## src/rtl/mbs_pkg.sv

```systemverilog
// ----------------------------------------------------------------------------
// mbs_pkg
// Shared types, constants and sine table helpers for the blade shading block.
// ----------------------------------------------------------------------------
package mbs_pkg;

   // default parameter values
   localparam int PHASE_BITS_DEF   = 16;
   localparam int SINE_ENTRIES_DEF = 256;

   // front to back queue
   localparam int QUEUE_DEPTH = 2;

   // configuration port
   localparam int CSR_INDEX_W = 3;
   localparam int CSR_DATA_W  = 12;

   // reset values of the configuration registers
   localparam logic [8:0]  BASE_HUE_RST    = 9'd0;
   localparam logic [11:0] IDLE_FREQ_RST   = 12'd256;
   localparam logic [8:0]  PULSE_DEPTH_RST = 9'd64;
   localparam logic [8:0]  BLEED_MAX_RST   = 9'd128;
   localparam logic [8:0]  FLICKER_RST     = 9'd256;

   // shared multiplier
   localparam int MUL_A_W = 32;
   localparam int MUL_B_W = 21;
   localparam int PROD_W  = MUL_A_W + MUL_B_W;

   // phase step: round(delta * freq * 2^PHASE_BITS / 256000)
   localparam int STEP_PROD_W = 29;
   localparam int STEP_ROUND  = 128000;
   localparam int DIV_SHIFT   = 11;
   localparam int DIV_CONST   = 125;

   // hue, excitation and brightness constants
   localparam int FULL_TURN     = 360;
   localparam int HALF_TURN     = 180;
   localparam int EXCITE_ENERGY = 128;
   localparam int ENERGY_CAP    = 1024;
   localparam int BRIGHT_FLOOR  = 204;
   localparam int SINE_ONE      = 16384;
   localparam int FREQ_LIFT     = 16448;
   localparam int FREQ_OFFSET   = 128;

   // two pi in Q30
   localparam logic [63:0] TWO_PI_Q30 = 64'd6746518852;

   // configuration register index
   typedef enum logic [CSR_INDEX_W-1:0] {
      CSR_BASE_HUE    = 3'd0,
      CSR_IDLE_FREQ   = 3'd1,
      CSR_PULSE_DEPTH = 3'd2,
      CSR_BLEED_MAX   = 3'd3,
      CSR_FLICKER     = 3'd4
   } csr_index_type;

   typedef struct packed {
      logic [15:0]        kinetic_energy;
      logic signed [15:0] tilt;
      logic [11:0]        overload;
      logic               burst;
      logic [31:0]        time_ms;
      logic [31:0]        random_word;
   } req_type;

   typedef struct packed {
      logic [8:0] hue;
      logic [7:0] saturation;
      logic [7:0] brightness;
      logic       flash_request;
      logic [8:0] flash_hue;
   } rsp_type;

   typedef struct packed {
      logic [8:0]  base_hue;
      logic [11:0] idle_base_freq;
      logic [8:0]  pulse_depth;
      logic [8:0]  thermal_bleed_max;
      logic [8:0]  flicker_intensity;
   } cfg_type;

   // classified sample handed from front to back
   typedef struct packed {
      logic signed [15:0] tilt;
      logic [15:0]        delta;
      logic               excited;
      logic [11:0]        overload;
      logic [10:0]        energy_cap;
      logic [31:0]        noise_mag;
      logic               burst;
   } work_type;

   typedef struct packed {
      logic full;
      logic empty;
   } queue_status_type;

   typedef enum logic [4:0] {
      ST_IDLE,
      ST_TILT_MUL,
      ST_TILT_SINE,
      ST_STEP_MUL,
      ST_DIV_LOAD,
      ST_DIV,
      ST_PHASE,
      ST_LOSS_MUL,
      ST_EF_MUL,
      ST_FLICK_MUL,
      ST_FLICK_BRIGHT,
      ST_PHASE_MUL,
      ST_PHASE_SINE,
      ST_PULSE_MUL,
      ST_PULSE_BRIGHT,
      ST_DONE
   } back_state_type;

   // sin(x) for x in [0, pi/2], Q30 in and out, odd taylor terms
   function automatic logic [63:0] sin_q30(input logic [63:0] x);
      logic [63:0] x2;
      logic [63:0] term;
      logic [63:0] sum;
      x2   = (x * x) >> 30;
      term = x;
      sum  = x;
      term = ((term * x2) >> 30) / 64'd6;   sum = sum - term;
      term = ((term * x2) >> 30) / 64'd20;  sum = sum + term;
      term = ((term * x2) >> 30) / 64'd42;  sum = sum - term;
      term = ((term * x2) >> 30) / 64'd72;  sum = sum + term;
      term = ((term * x2) >> 30) / 64'd110; sum = sum - term;
      term = ((term * x2) >> 30) / 64'd156; sum = sum + term;
      term = ((term * x2) >> 30) / 64'd210; sum = sum - term;
      return sum;
   endfunction

   // one table entry in Q1.14 from a folded angle
   function automatic logic signed [15:0] sine_value(input logic [63:0] angle,
                                                     input logic negative);
      logic [63:0] v;
      v = (sin_q30(angle) + 64'd32768) >> 16;
      if (v > 64'd16384) begin
         v = 64'd16384;
      end
      return negative ? -$signed(v[15:0]) : $signed(v[15:0]);
   endfunction

endpackage

```

## src/rtl/mbs_front.sv

```systemverilog
// ----------------------------------------------------------------------------
// mbs_front
// Accepts motion samples, measures elapsed time and classifies the sample.
// ----------------------------------------------------------------------------
module mbs_front (
   input  logic              clock,
   input  logic              reset,
   input  logic              accept,
   input  mbs_pkg::req_type  req,
   output mbs_pkg::work_type work
);

   logic [31:0] last_time_ff;
   logic [31:0] last_time_in;
   logic [31:0] since;
   logic [31:0] diff;

   // elapsed time, zero on the first sample, saturated to 16 bits
   always_comb begin
      since = (last_time_ff == 32'd0) ? req.time_ms : last_time_ff;
      diff  = req.time_ms - since;
   end

   always_comb begin
      last_time_in = accept ? req.time_ms : last_time_ff;
   end

   always_ff @(posedge clock) begin
      if (reset) begin
         last_time_ff <= 32'd0;
      end else begin
         last_time_ff <= last_time_in;
      end
   end

   // classification and noise magnitude |2r - (2^32 - 1)|
   always_comb begin
      work.tilt     = req.tilt;
      work.delta    = (|diff[31:16]) ? 16'hFFFF : diff[15:0];
      work.overload = req.overload;
      work.burst    = req.burst;
      work.excited  = (req.kinetic_energy >= 16'(mbs_pkg::EXCITE_ENERGY))
                      || (req.overload != 12'd0);
      work.energy_cap = (req.kinetic_energy > 16'(mbs_pkg::ENERGY_CAP))
                        ? 11'(mbs_pkg::ENERGY_CAP) : req.kinetic_energy[10:0];
      work.noise_mag = req.random_word[31] ? {req.random_word[30:0], 1'b1}
                                           : ~{req.random_word[30:0], 1'b0};
   end

endmodule

```

## src/rtl/mbs_queue.sv

```systemverilog
// ----------------------------------------------------------------------------
// mbs_queue
// Short queue of classified samples between the front and the back.
// ----------------------------------------------------------------------------
module mbs_queue (
   input  logic                      clock,
   input  logic                      reset,
   input  logic                      push,
   input  mbs_pkg::work_type         wdata,
   input  logic                      pop,
   output mbs_pkg::work_type         rdata,
   output mbs_pkg::queue_status_type status
);

   localparam int DEPTH = mbs_pkg::QUEUE_DEPTH;
   localparam int PTR_W = (DEPTH > 1) ? $clog2(DEPTH) : 1;
   localparam int CNT_W = $clog2(DEPTH + 1);

   mbs_pkg::work_type entry_ff [DEPTH];
   logic [PTR_W-1:0]  wr_ptr_ff, wr_ptr_in;
   logic [PTR_W-1:0]  rd_ptr_ff, rd_ptr_in;
   logic [CNT_W-1:0]  count_ff, count_in;

   // pointer and fill count update
   always_comb begin
      wr_ptr_in = wr_ptr_ff;
      rd_ptr_in = rd_ptr_ff;
      count_in  = count_ff;
      if (push) begin
         wr_ptr_in = (wr_ptr_ff == PTR_W'(DEPTH - 1)) ? '0 : wr_ptr_ff + 1'b1;
      end
      if (pop) begin
         rd_ptr_in = (rd_ptr_ff == PTR_W'(DEPTH - 1)) ? '0 : rd_ptr_ff + 1'b1;
      end
      if (push && !pop) begin
         count_in = count_ff + 1'b1;
      end else if (pop && !push) begin
         count_in = count_ff - 1'b1;
      end
   end

   always_ff @(posedge clock) begin
      if (reset) begin
         wr_ptr_ff <= '0;
         rd_ptr_ff <= '0;
         count_ff  <= '0;
      end else begin
         wr_ptr_ff <= wr_ptr_in;
         rd_ptr_ff <= rd_ptr_in;
         count_ff  <= count_in;
      end
   end

   // entry storage
   always_ff @(posedge clock) begin
      if (push) begin
         entry_ff[wr_ptr_ff] <= wdata;
      end
   end

   assign rdata        = entry_ff[rd_ptr_ff];
   assign status.full  = (count_ff == CNT_W'(DEPTH));
   assign status.empty = (count_ff == '0);

endmodule

```

## src/rtl/mbs_back.sv

```systemverilog
// ----------------------------------------------------------------------------
// mbs_back
// Sequencer with a shared multiplier and a radix-16 divider by 125 that
// advances the breathing phase and computes saturation and brightness.
// ----------------------------------------------------------------------------
module mbs_back #(
   parameter int PHASE_BITS   = mbs_pkg::PHASE_BITS_DEF,
   parameter int SINE_ENTRIES = mbs_pkg::SINE_ENTRIES_DEF
) (
   input  logic              clock,
   input  logic              reset,
   input  mbs_pkg::cfg_type  cfg,
   input  mbs_pkg::work_type work,
   input  logic              q_empty,
   output logic              q_pop,
   input  logic              pop,
   output logic              rsp_valid,
   output mbs_pkg::rsp_type  rsp
);

   localparam int IDX_W     = $clog2(SINE_ENTRIES);
   localparam int HALF      = SINE_ENTRIES / 2;
   localparam int QUARTER   = SINE_ENTRIES / 4;
   localparam int PROD_W    = mbs_pkg::PROD_W;
   localparam int STEP_X_W  = mbs_pkg::STEP_PROD_W + PHASE_BITS + 1;
   localparam int QUO_W     = STEP_X_W - mbs_pkg::DIV_SHIFT;
   localparam int DIV_STEPS = (QUO_W + 3) / 4;
   localparam int DIV_W     = 4 * DIV_STEPS;
   localparam int CNT_W     = $clog2(DIV_STEPS + 1);

   // sine table over one full turn
   logic signed [15:0] sine_rom [SINE_ENTRIES];

   for (genvar g = 0; g < SINE_ENTRIES; g++) begin : g_sine
      localparam int J0 = g % HALF;
      localparam int J  = (J0 > QUARTER) ? (HALF - J0) : J0;
      localparam logic [63:0] ANGLE = (64'(J) * mbs_pkg::TWO_PI_Q30) / SINE_ENTRIES;
      localparam logic signed [15:0] VALUE = mbs_pkg::sine_value(ANGLE, g >= HALF);
      assign sine_rom[g] = VALUE;
   end

   mbs_pkg::back_state_type state_ff, state_in;
   mbs_pkg::work_type       work_ff, work_in;
   logic [PROD_W-1:0]       prod_ff, prod_in;
   logic [12:0]             freq_ff, freq_in;
   logic signed [15:0]      sine_ff, sine_in;
   logic [DIV_W-1:0]        div_ff, div_in;
   logic [6:0]              rem_ff, rem_in;
   logic [CNT_W-1:0]        cnt_ff, cnt_in;
   logic [PHASE_BITS-1:0]   phase_ff, phase_in;
   logic [7:0]              sat_ff, sat_in;
   logic [7:0]              bright_ff, bright_in;
   mbs_pkg::rsp_type        rsp_ff, rsp_in;
   logic                    rsp_valid_ff, rsp_valid_in;

   logic [mbs_pkg::MUL_A_W-1:0] mul_a;
   logic [mbs_pkg::MUL_B_W-1:0] mul_b;
   logic                        load_rsp;
   logic                        use_tilt;

   // sine table read with rounding of the turn fraction
   logic [PROD_W-1:0] round_sum;
   logic [IDX_W:0]    idx_raw;
   logic [IDX_W-1:0]  sine_idx;
   logic signed [15:0] sine_rd;

   always_comb begin
      if (use_tilt) begin
         round_sum = prod_ff + (PROD_W'(1) << 15);
         idx_raw   = round_sum[16 +: IDX_W + 1];
      end else begin
         round_sum = prod_ff + (PROD_W'(1) << (PHASE_BITS - 1));
         idx_raw   = round_sum[PHASE_BITS +: IDX_W + 1];
      end
      sine_idx = (idx_raw >= (IDX_W + 1)'(SINE_ENTRIES)) ? '0 : idx_raw[IDX_W-1:0];
      sine_rd  = sine_rom[sine_idx];
   end

   // next state
   always_comb begin
      state_in = state_ff;
      case (state_ff)
         mbs_pkg::ST_IDLE:         if (!q_empty) state_in = mbs_pkg::ST_TILT_MUL;
         mbs_pkg::ST_TILT_MUL:     state_in = mbs_pkg::ST_TILT_SINE;
         mbs_pkg::ST_TILT_SINE:    state_in = mbs_pkg::ST_STEP_MUL;
         mbs_pkg::ST_STEP_MUL:     state_in = mbs_pkg::ST_DIV_LOAD;
         mbs_pkg::ST_DIV_LOAD:     state_in = mbs_pkg::ST_DIV;
         mbs_pkg::ST_DIV:          if (cnt_ff == CNT_W'(1)) state_in = mbs_pkg::ST_PHASE;
         mbs_pkg::ST_PHASE:        state_in = work_ff.excited ? mbs_pkg::ST_LOSS_MUL
                                                              : mbs_pkg::ST_PHASE_MUL;
         mbs_pkg::ST_LOSS_MUL:     state_in = mbs_pkg::ST_EF_MUL;
         mbs_pkg::ST_EF_MUL:       state_in = mbs_pkg::ST_FLICK_MUL;
         mbs_pkg::ST_FLICK_MUL:    state_in = mbs_pkg::ST_FLICK_BRIGHT;
         mbs_pkg::ST_FLICK_BRIGHT: state_in = mbs_pkg::ST_DONE;
         mbs_pkg::ST_PHASE_MUL:    state_in = mbs_pkg::ST_PHASE_SINE;
         mbs_pkg::ST_PHASE_SINE:   state_in = mbs_pkg::ST_PULSE_MUL;
         mbs_pkg::ST_PULSE_MUL:    state_in = mbs_pkg::ST_PULSE_BRIGHT;
         mbs_pkg::ST_PULSE_BRIGHT: state_in = mbs_pkg::ST_DONE;
         mbs_pkg::ST_DONE:         if (load_rsp) state_in = mbs_pkg::ST_IDLE;
         default:                  state_in = mbs_pkg::ST_IDLE;
      endcase
   end

   // control outputs and multiplier operand selection
   logic signed [16:0] pulse_gap;

   always_comb begin
      pulse_gap = 17'sd16384 - 17'(sine_ff);
      mul_a     = '0;
      mul_b     = '0;
      q_pop     = 1'b0;
      load_rsp  = 1'b0;
      use_tilt  = 1'b0;
      case (state_ff)
         mbs_pkg::ST_IDLE: begin
            q_pop = !q_empty;
         end
         mbs_pkg::ST_TILT_MUL: begin
            mul_a = 32'(unsigned'(work_ff.tilt));
            mul_b = 21'(SINE_ENTRIES);
         end
         mbs_pkg::ST_TILT_SINE: begin
            use_tilt = 1'b1;
         end
         mbs_pkg::ST_STEP_MUL: begin
            mul_a = 32'(work_ff.delta);
            mul_b = 21'(freq_ff);
         end
         mbs_pkg::ST_PHASE_MUL: begin
            mul_a = 32'(phase_ff);
            mul_b = 21'(SINE_ENTRIES);
         end
         mbs_pkg::ST_LOSS_MUL: begin
            mul_a = 32'(work_ff.overload);
            mul_b = 21'(cfg.thermal_bleed_max);
         end
         mbs_pkg::ST_EF_MUL: begin
            mul_a = 32'(work_ff.energy_cap);
            mul_b = 21'(cfg.flicker_intensity);
         end
         mbs_pkg::ST_FLICK_MUL: begin
            mul_a = work_ff.noise_mag;
            mul_b = prod_ff[20:0];
         end
         mbs_pkg::ST_PULSE_MUL: begin
            mul_a = 32'(cfg.pulse_depth);
            mul_b = 21'(unsigned'(pulse_gap));
         end
         mbs_pkg::ST_DONE: begin
            load_rsp = !rsp_valid_ff || pop;
         end
         default: begin
            mul_a = '0;
         end
      endcase
   end

   // datapath
   logic [17:0]         freq_lift;
   logic [12:0]         freq_sum;
   logic [STEP_X_W-1:0] step_x;
   logic [7:0]          div_r;
   logic [3:0]          div_q;
   logic [20:0]         loss;
   logic [20:0]         sat_s;
   logic [28:0]         sat_x255;
   logic [17:0]         flick_raw;
   logic [16:0]         flick_dip;
   logic [17:0]         flick_v;
   logic [25:0]         flick_x255;
   logic [24:0]         pulse_raw;
   logic [23:0]         pulse_dip;
   logic [23:0]         pulse_v;
   logic [31:0]         pulse_x255;
   logic [8:0]          hue;

   always_comb begin
      work_in      = work_ff;
      prod_in      = mul_a * mul_b;
      freq_in      = freq_ff;
      sine_in      = sine_ff;
      div_in       = div_ff;
      rem_in       = rem_ff;
      cnt_in       = cnt_ff;
      phase_in     = phase_ff;
      sat_in       = sat_ff;
      bright_in    = bright_ff;
      rsp_in       = rsp_ff;
      rsp_valid_in = rsp_valid_ff;

      // frequency bent by the tilt sine, floored at zero
      freq_lift = 18'(unsigned'(18'(sine_rd) + 18'sd16448));
      freq_sum  = 13'(cfg.idle_base_freq) + 13'(freq_lift[15:7]);

      // phase step dividend before the divide by 125
      step_x = {1'b0, prod_ff[mbs_pkg::STEP_PROD_W-1:0], PHASE_BITS'(0)}
               + STEP_X_W'(mbs_pkg::STEP_ROUND);

      // one radix-16 digit of the divide by 125
      div_r = {1'b0, rem_ff};
      div_q = '0;
      for (int i = 3; i >= 0; i--) begin
         div_r = {div_r[6:0], div_ff[DIV_W - 4 + i]};
         if (div_r >= 8'(mbs_pkg::DIV_CONST)) begin
            div_r    = div_r - 8'(mbs_pkg::DIV_CONST);
            div_q[i] = 1'b1;
         end
      end

      // saturation from overload
      loss     = prod_ff[20:0];
      sat_s    = loss[20] ? 21'd0 : 21'd1048576 - loss;
      sat_x255 = {sat_s, 8'd0} - 29'(sat_s);

      // flicker brightness
      flick_raw  = prod_ff[51:34];
      flick_dip  = (flick_raw > 18'd65536) ? 17'd65536 : flick_raw[16:0];
      flick_v    = 18'd65536 - 18'(flick_dip);
      flick_x255 = {flick_v, 8'd0} - 26'(flick_v);

      // idle pulse brightness
      pulse_raw  = prod_ff[24:0];
      pulse_dip  = (pulse_raw > 25'd8388608) ? 24'd8388608 : pulse_raw[23:0];
      pulse_v    = 24'd8388608 - pulse_dip;
      pulse_x255 = {pulse_v, 8'd0} - 32'(pulse_v);

      // hue and its complement
      hue = (cfg.base_hue >= 9'(mbs_pkg::FULL_TURN))
            ? cfg.base_hue - 9'(mbs_pkg::FULL_TURN) : cfg.base_hue;

      if (q_pop) begin
         work_in = work;
      end
      if (pop) begin
         rsp_valid_in = 1'b0;
      end

      case (state_ff)
         mbs_pkg::ST_TILT_SINE: begin
            freq_in = (freq_sum < 13'(mbs_pkg::FREQ_OFFSET)) ? 13'd0
                      : freq_sum - 13'(mbs_pkg::FREQ_OFFSET);
         end
         mbs_pkg::ST_DIV_LOAD: begin
            div_in = DIV_W'(step_x[STEP_X_W-1:mbs_pkg::DIV_SHIFT]);
            rem_in = '0;
            cnt_in = CNT_W'(DIV_STEPS);
         end
         mbs_pkg::ST_DIV: begin
            div_in = {div_ff[DIV_W-5:0], div_q};
            rem_in = div_r[6:0];
            cnt_in = cnt_ff - 1'b1;
         end
         mbs_pkg::ST_PHASE: begin
            phase_in = phase_ff + div_ff[PHASE_BITS-1:0];
         end
         mbs_pkg::ST_EF_MUL: begin
            sat_in = sat_x255[27:20];
         end
         mbs_pkg::ST_FLICK_BRIGHT: begin
            bright_in = (flick_x255[23:16] < 8'(mbs_pkg::BRIGHT_FLOOR))
                        ? 8'(mbs_pkg::BRIGHT_FLOOR) : flick_x255[23:16];
         end
         mbs_pkg::ST_PHASE_SINE: begin
            sine_in = sine_rd;
         end
         mbs_pkg::ST_PULSE_BRIGHT: begin
            sat_in    = 8'd255;
            bright_in = pulse_x255[30:23];
         end
         mbs_pkg::ST_DONE: begin
            if (load_rsp) begin
               rsp_in.hue           = hue;
               rsp_in.saturation    = sat_ff;
               rsp_in.brightness    = bright_ff;
               rsp_in.flash_request = work_ff.burst;
               rsp_in.flash_hue     = (hue >= 9'(mbs_pkg::HALF_TURN))
                                      ? hue - 9'(mbs_pkg::HALF_TURN)
                                      : hue + 9'(mbs_pkg::HALF_TURN);
               rsp_valid_in         = 1'b1;
            end
         end
         default: begin
            freq_in = freq_ff;
         end
      endcase
   end

   // control registers
   always_ff @(posedge clock) begin
      if (reset) begin
         state_ff     <= mbs_pkg::ST_IDLE;
         phase_ff     <= '0;
         rsp_valid_ff <= 1'b0;
         cnt_ff       <= '0;
      end else begin
         state_ff     <= state_in;
         phase_ff     <= phase_in;
         rsp_valid_ff <= rsp_valid_in;
         cnt_ff       <= cnt_in;
      end
   end

   // payload registers
   always_ff @(posedge clock) begin
      work_ff   <= work_in;
      prod_ff   <= prod_in;
      freq_ff   <= freq_in;
      sine_ff   <= sine_in;
      div_ff    <= div_in;
      rem_ff    <= rem_in;
      sat_ff    <= sat_in;
      bright_ff <= bright_in;
      rsp_ff    <= rsp_in;
   end

   assign rsp_valid = rsp_valid_ff;
   assign rsp       = rsp_ff;

endmodule

```

## src/rtl/motion_driven_blade_shading.sv

```systemverilog
// ----------------------------------------------------------------------------
// motion_driven_blade_shading
// Motion sample in, hue / saturation / brightness out, with breathing phase.
// ----------------------------------------------------------------------------
// Each accepted sample gives exactly one result. The front measures elapsed
// time and classifies the sample in the cycle it is accepted and parks it in a
// two-entry queue; the back works on one sample at a time. Its serial divider
// forms DIV_STEPS = ceil((PHASE_BITS + 19) / 4) radix-16 digits of the divide
// by 125 in the phase step, and its steps share a single multiplier.
// Samples keep being accepted while the queue has room and a finished result
// waits on the result ports.
module motion_driven_blade_shading #(
   parameter int PHASE_BITS   = mbs_pkg::PHASE_BITS_DEF,
   parameter int SINE_ENTRIES = mbs_pkg::SINE_ENTRIES_DEF
) (
   input  logic                              clock,
   input  logic                              reset,
   // sample channel
   input  logic                              push,
   output logic                              full,
   input  mbs_pkg::req_type                  req_data,
   // result channel
   output logic                              empty,
   input  logic                              pop,
   output mbs_pkg::rsp_type                  rsp_data,
   // register write channel
   input  logic                              valid,
   output logic                              ready,
   input  logic [mbs_pkg::CSR_INDEX_W-1:0]   csr_index,
   input  logic [mbs_pkg::CSR_DATA_W-1:0]    csr_data
);

   mbs_pkg::cfg_type          cfg_ff, cfg_in;
   mbs_pkg::work_type         front_work;
   mbs_pkg::work_type         q_rdata;
   mbs_pkg::queue_status_type q_status;
   logic                      accept;
   logic                      q_pop;
   logic                      rsp_valid;

   // register writes
   always_comb begin
      cfg_in = cfg_ff;
      if (valid) begin
         case (mbs_pkg::csr_index_type'(csr_index))
            mbs_pkg::CSR_BASE_HUE:    cfg_in.base_hue          = csr_data[8:0];
            mbs_pkg::CSR_IDLE_FREQ:   cfg_in.idle_base_freq    = csr_data;
            mbs_pkg::CSR_PULSE_DEPTH: cfg_in.pulse_depth       = csr_data[8:0];
            mbs_pkg::CSR_BLEED_MAX:   cfg_in.thermal_bleed_max = csr_data[8:0];
            mbs_pkg::CSR_FLICKER:     cfg_in.flicker_intensity = csr_data[8:0];
            default:                  cfg_in = cfg_ff;
         endcase
      end
   end

   always_ff @(posedge clock) begin
      if (reset) begin
         cfg_ff.base_hue          <= mbs_pkg::BASE_HUE_RST;
         cfg_ff.idle_base_freq    <= mbs_pkg::IDLE_FREQ_RST;
         cfg_ff.pulse_depth       <= mbs_pkg::PULSE_DEPTH_RST;
         cfg_ff.thermal_bleed_max <= mbs_pkg::BLEED_MAX_RST;
         cfg_ff.flicker_intensity <= mbs_pkg::FLICKER_RST;
      end else begin
         cfg_ff <= cfg_in;
      end
   end

   assign ready  = 1'b1;
   assign accept = push && !q_status.full;
   assign full   = q_status.full;
   assign empty  = !rsp_valid;

   // sample intake and classification
   mbs_front u_front (
      .clock  (clock),
      .reset  (reset),
      .accept (accept),
      .req    (req_data),
      .work   (front_work)
   );

   // decoupling queue
   mbs_queue u_queue (
      .clock  (clock),
      .reset  (reset),
      .push   (accept),
      .wdata  (front_work),
      .pop    (q_pop),
      .rdata  (q_rdata),
      .status (q_status)
   );

   // shading sequencer
   mbs_back #(
      .PHASE_BITS   (PHASE_BITS),
      .SINE_ENTRIES (SINE_ENTRIES)
   ) u_back (
      .clock     (clock),
      .reset     (reset),
      .cfg       (cfg_ff),
      .work      (q_rdata),
      .q_empty   (q_status.empty),
      .q_pop     (q_pop),
      .pop       (pop),
      .rsp_valid (rsp_valid),
      .rsp       (rsp_data)
   );

   // back never takes from an empty queue
   assert property (@(posedge clock) disable iff (reset) q_pop |-> !q_status.empty)
      else $error("back popped an empty queue");

   // queue cannot be full and empty at once
   assert property (@(posedge clock) disable iff (reset)
                    !(q_status.full && q_status.empty))
      else $error("queue status inconsistent");

   // a pending result always carries hues within one turn
   assert property (@(posedge clock) disable iff (reset)
                    !empty |-> (rsp_data.hue < 9'd360) && (rsp_data.flash_hue < 9'd360))
      else $error("result hue out of range");

endmodule

```

## config.mk

```make
export PLATFORM = sky130hd
export DESIGN_NAME = motion_driven_blade_shading
export DESIGN_NICKNAME = d
export VERILOG_FILES = /design/src/rtl/mbs_pkg.sv /design/src/rtl/mbs_front.sv /design/src/rtl/mbs_queue.sv /design/src/rtl/mbs_back.sv /design/src/rtl/motion_driven_blade_shading.sv
export SDC_FILE = /design/constraint.sdc
export NUM_CORES = 2
export LEC_CHECK = 0
export ABC_AREA = 1
export BUFFER_PORTS_ARGS = -buffer_cell sky130_fd_sc_hd__buf_2
export CORE_AREA = 4 4 259 388
export CTS_BUF_LIST = sky130_fd_sc_hd__clkbuf_16
export CTS_CLUSTER_SIZE = 10
export DETAILED_ROUTE_END_ITERATION = 8
export DIE_AREA = 0 0 263 392
export PLACE_DENSITY = 0.74
export SLEW_MARGIN = 20
export SYNTH_ARGS = -nofsm -noshare
export SYNTH_HDL_FRONTEND = slang
export SYNTH_SLANG_ARGS = --single-unit
```

## constraint.sdc

```tcl
create_clock -name clock -period 8.7 [get_ports clock]
set_clock_uncertainty 0.1 [all_clocks]
set_input_delay 0.87 -clock clock [delete_from_list [all_inputs] [get_ports clock]]
set_output_delay 0.87 -clock clock [all_outputs]
set_load 0.03 [all_outputs]
```

==> metrics.yaml <==
cts_buffers: 66
yosysSeqAreaShare: 0.277
drt_iter0_markers: 4216
post-synth-top-area-cell: "edfxtp_1"
total_leakage_power_nw: 28.5
r2r-start: "u_back.sine_ff[0]"
antenna_left: 0
core_area_um2: 97000
clock_path_buffers: 3
timing.final.hold_violations: 0
path_common_cell: "inv_1"
synth_seq_cells: 541
antenna_found_initial: 6
finalNonFillerCells: 8264
slowest_stage: "fa_2"
clockRootBuffer: "clkbuf_16"
crit_start: "u_back.sine_ff[0]"
syn_inst: 6581
grt_pass1_wl_mm: 271
r2r_slack_ns: -0.09
critPathArrivalTime_ns: 9.26
grt_overflow: 0
start_util: 0.546
yosys_warnings: 0
gp_congestion: 1.05
io_pins: 167
critPathBufInv: 14
synth_area_leaders: "edfxtp_1 (22%), fa_1 (22%), nand2_1 (9.8%)"
ys_types: 69
area_growth_pct: 14.2
grt_pass1_vias: 48400
die_h_um: 392
ctsHoldBuffers: 0
final_cell_mix: "nand2_1 (1343), inv_1 (1126), nor2_1 (826)"
drt-total-wl_mm: 180
r2r_cells: 46
min_period_over_period: 1.01
htree_levels: 3
grt.total_usage: 0.340
crit_fanout: 5
synth-edff-count: 385
drive_above_1_share: 0.127
maxSlewViolCount: 0
final_common_cell: "nand2_1"
utilization: 0.624
drc: 0
syn_area_um2: 53000
status: "complete, but fails checks"
clock-sinks: 541
crit_path_start_kind: "flop"
insertion_delay_ns: 0.66
via_count: 47600
max_slew_margin: 0.288
cpPeakStageDelay_ns: 0.62
crit_required_ns: 9.17
timing.rr.end: "u_back.prod_ff[50]"
syn_avg_cell_area_um2: 8.05
max_freq_ghz: 0.114
setup_viol: 9
cp-endpoint: "u_back.prod_ff[50]"
die-width_um: 263
period_needed_ns: 8.79
synth-async-reset-ratio: 0
hp-class: "input pin to flop"
tritoncts: "built"
synth_top_area_frac: 0.218
clk_pin_slew_worst_paths_ns: 0.06
rsz0062_at_grt: "true"
grt_max_degree: 92
cap_violations: 0
die_area_um2: 103000
dp_hpwl_mm: 142
cp_num_cells: 46
placed_cells: 8107
end_kind: "flop"
peakVddDrop_mv: 0.383
crit_family: "adder cells"
avgViaCountPerCell: 5.76
num_rows: 140
power_density_nw_per_um2: 270
worstSetupPathType: "flop to flop"
synth_flop_cell: "edfxtp_1"
violations: "negative setup slack"
firstDrtPassIters: 6
post_drt_wl_per_cell_um: 21.8
port_buffers: 165
final_nets: 7938
worstMarginPinSlew_ns: 1.07
fin_ws_ns: -0.0893
==> registers in the layout, indices dropped and copies added (netlist names) <==
signal and flops:
cfg_ff 48, u_back.bright_ff 8, u_back.cnt_ff 4, u_back.div_ff 36
u_back.freq_ff 13, u_back.phase_ff 16, u_back.prod_ff 47, u_back.rem_ff 7
u_back.rsp 33, u_back.rsp_valid 1, u_back.sat_ff 8, u_back.sine_ff 16
u_back.state_ff 4, u_back.work_ff 88, u_front.last_time_ff 32, u_queue.count_ff 2
u_queue.entry_ff 176, u_queue.rd_ptr_ff 1, u_queue.wr_ptr_ff 1
==> report_power, final <==
part	switching, W	total (W)	internal, W
sequential	0.000335	0.00382	0.00348
combinational	0.00701	0.0100	0.00301
clock	0.00113	0.00253	0.00140
==> final cells by class <==
cell class / instances / area (um2)
antenna: 5 / 12.5
clock buffer: 66 / 1650
clock inverter: 50 / 337
fill: 8397 / 36500
inverter: 1165 / 4390
multi-input combinational: 4651 / 34200
sequential: 541 / 14700
tap: 1278 / 1600
timing repair buffer: 508 / 3690
==> synthesized netlist by cell type (all sizes together), types with 2 or more instances <==
cell type  number
nand2        1409
inv          1141
nor2          875
fa            573
edfxtp        385
o21ai         353
a21oi         310
ha            303
nand3         212
clkbuf        166
dfxtp         156
xor2          102
xnor2          73
nand4          70
nor3           65
buf            59
o211ai         41
nor4           40
a31oi          32
clkinv         24
a22o           19
a221oi         16
nand3b         15
or2            14
o2111ai        12
o21a           12
o221ai         11
o31ai          11
a211oi         10
o22ai          10
a21o            9
a21boi          8
o41ai           8
o21bai          7
o311ai          7
and2            4
and3            3
a211o           2
a311oi          2
mux2i           2
nor3b           2
or3b            2
==> worst min path at each step <==
stage	from	endpoint	slack (ns)	cells after the start
after floorplan	u_back.bright_ff[0]	u_back.rsp[10]	0.30	0
after global placement	u_back.sat_ff[3]	u_back.rsp[21]	0.30	0
after detailed placement	u_back.sat_ff[6]	u_back.rsp[24]	0.30	0
after CTS	req_data[85]	u_queue.entry_ff[0][81]	0.27	1
after global routing	req_data[80]	u_queue.entry_ff[0][76]	0.29	1
final	req_data[86]	u_queue.entry_ff[0][82]	0.31	1
==> metal layers <==
layer,share of wire,up-vias,track usage
li1,-,21600,-
met1,0.33,22700,0.368
met2,0.48,2430,0.589
met3,0.078,880,0.0549
met4,0.10,2,0.279
met5,0.000072,-,0
==> logic make-up after synthesis <==
logic type | after synthesis | synth area share
simple gates | 2712 | 0.210
buf+inv | 1390 | 0.100
compound gates | 884 | 0.0951
fa+ha+maj | 876 | 0.288
flops | 541 | 0.277
xor+xnor | 175 | 0.0291
mux | 2 | 0.000378
other cells | 1 | 0.0000708
==> metrics by stage <==
stage | cell area [um2] | total power [W] | hold slack [ns] | TNS, ns | setup slack (ns)
after CTS | 59500 | 0.0161 | 0.272 | -0.0227 | -0.0122
after global routing | 60500 | 0.0175 | 0.287 | -6.74 | -0.506
after global placement | 57000 | 0.0134 | 0.305 | -1.75 | -0.212
after floorplan | 53000 | 0.0104 | 0.300 | 0 | 0.353
after detailed placement | 57000 | 0.0135 | 0.305 | -5.64 | -0.484
final | 60500 | 0.0164 | 0.305 | -0.364 | -0.0893
==> timing repair <==
item | in CTS | in global routing
gates cloned | 1 | 0
endpoints found under the setup margin | 20 | 30
setup buffers | 10 | 26
pin swaps | 65 | 107
resized for setup | 68 | 207
No activity file was read; power rests on OpenSTA's default activity.
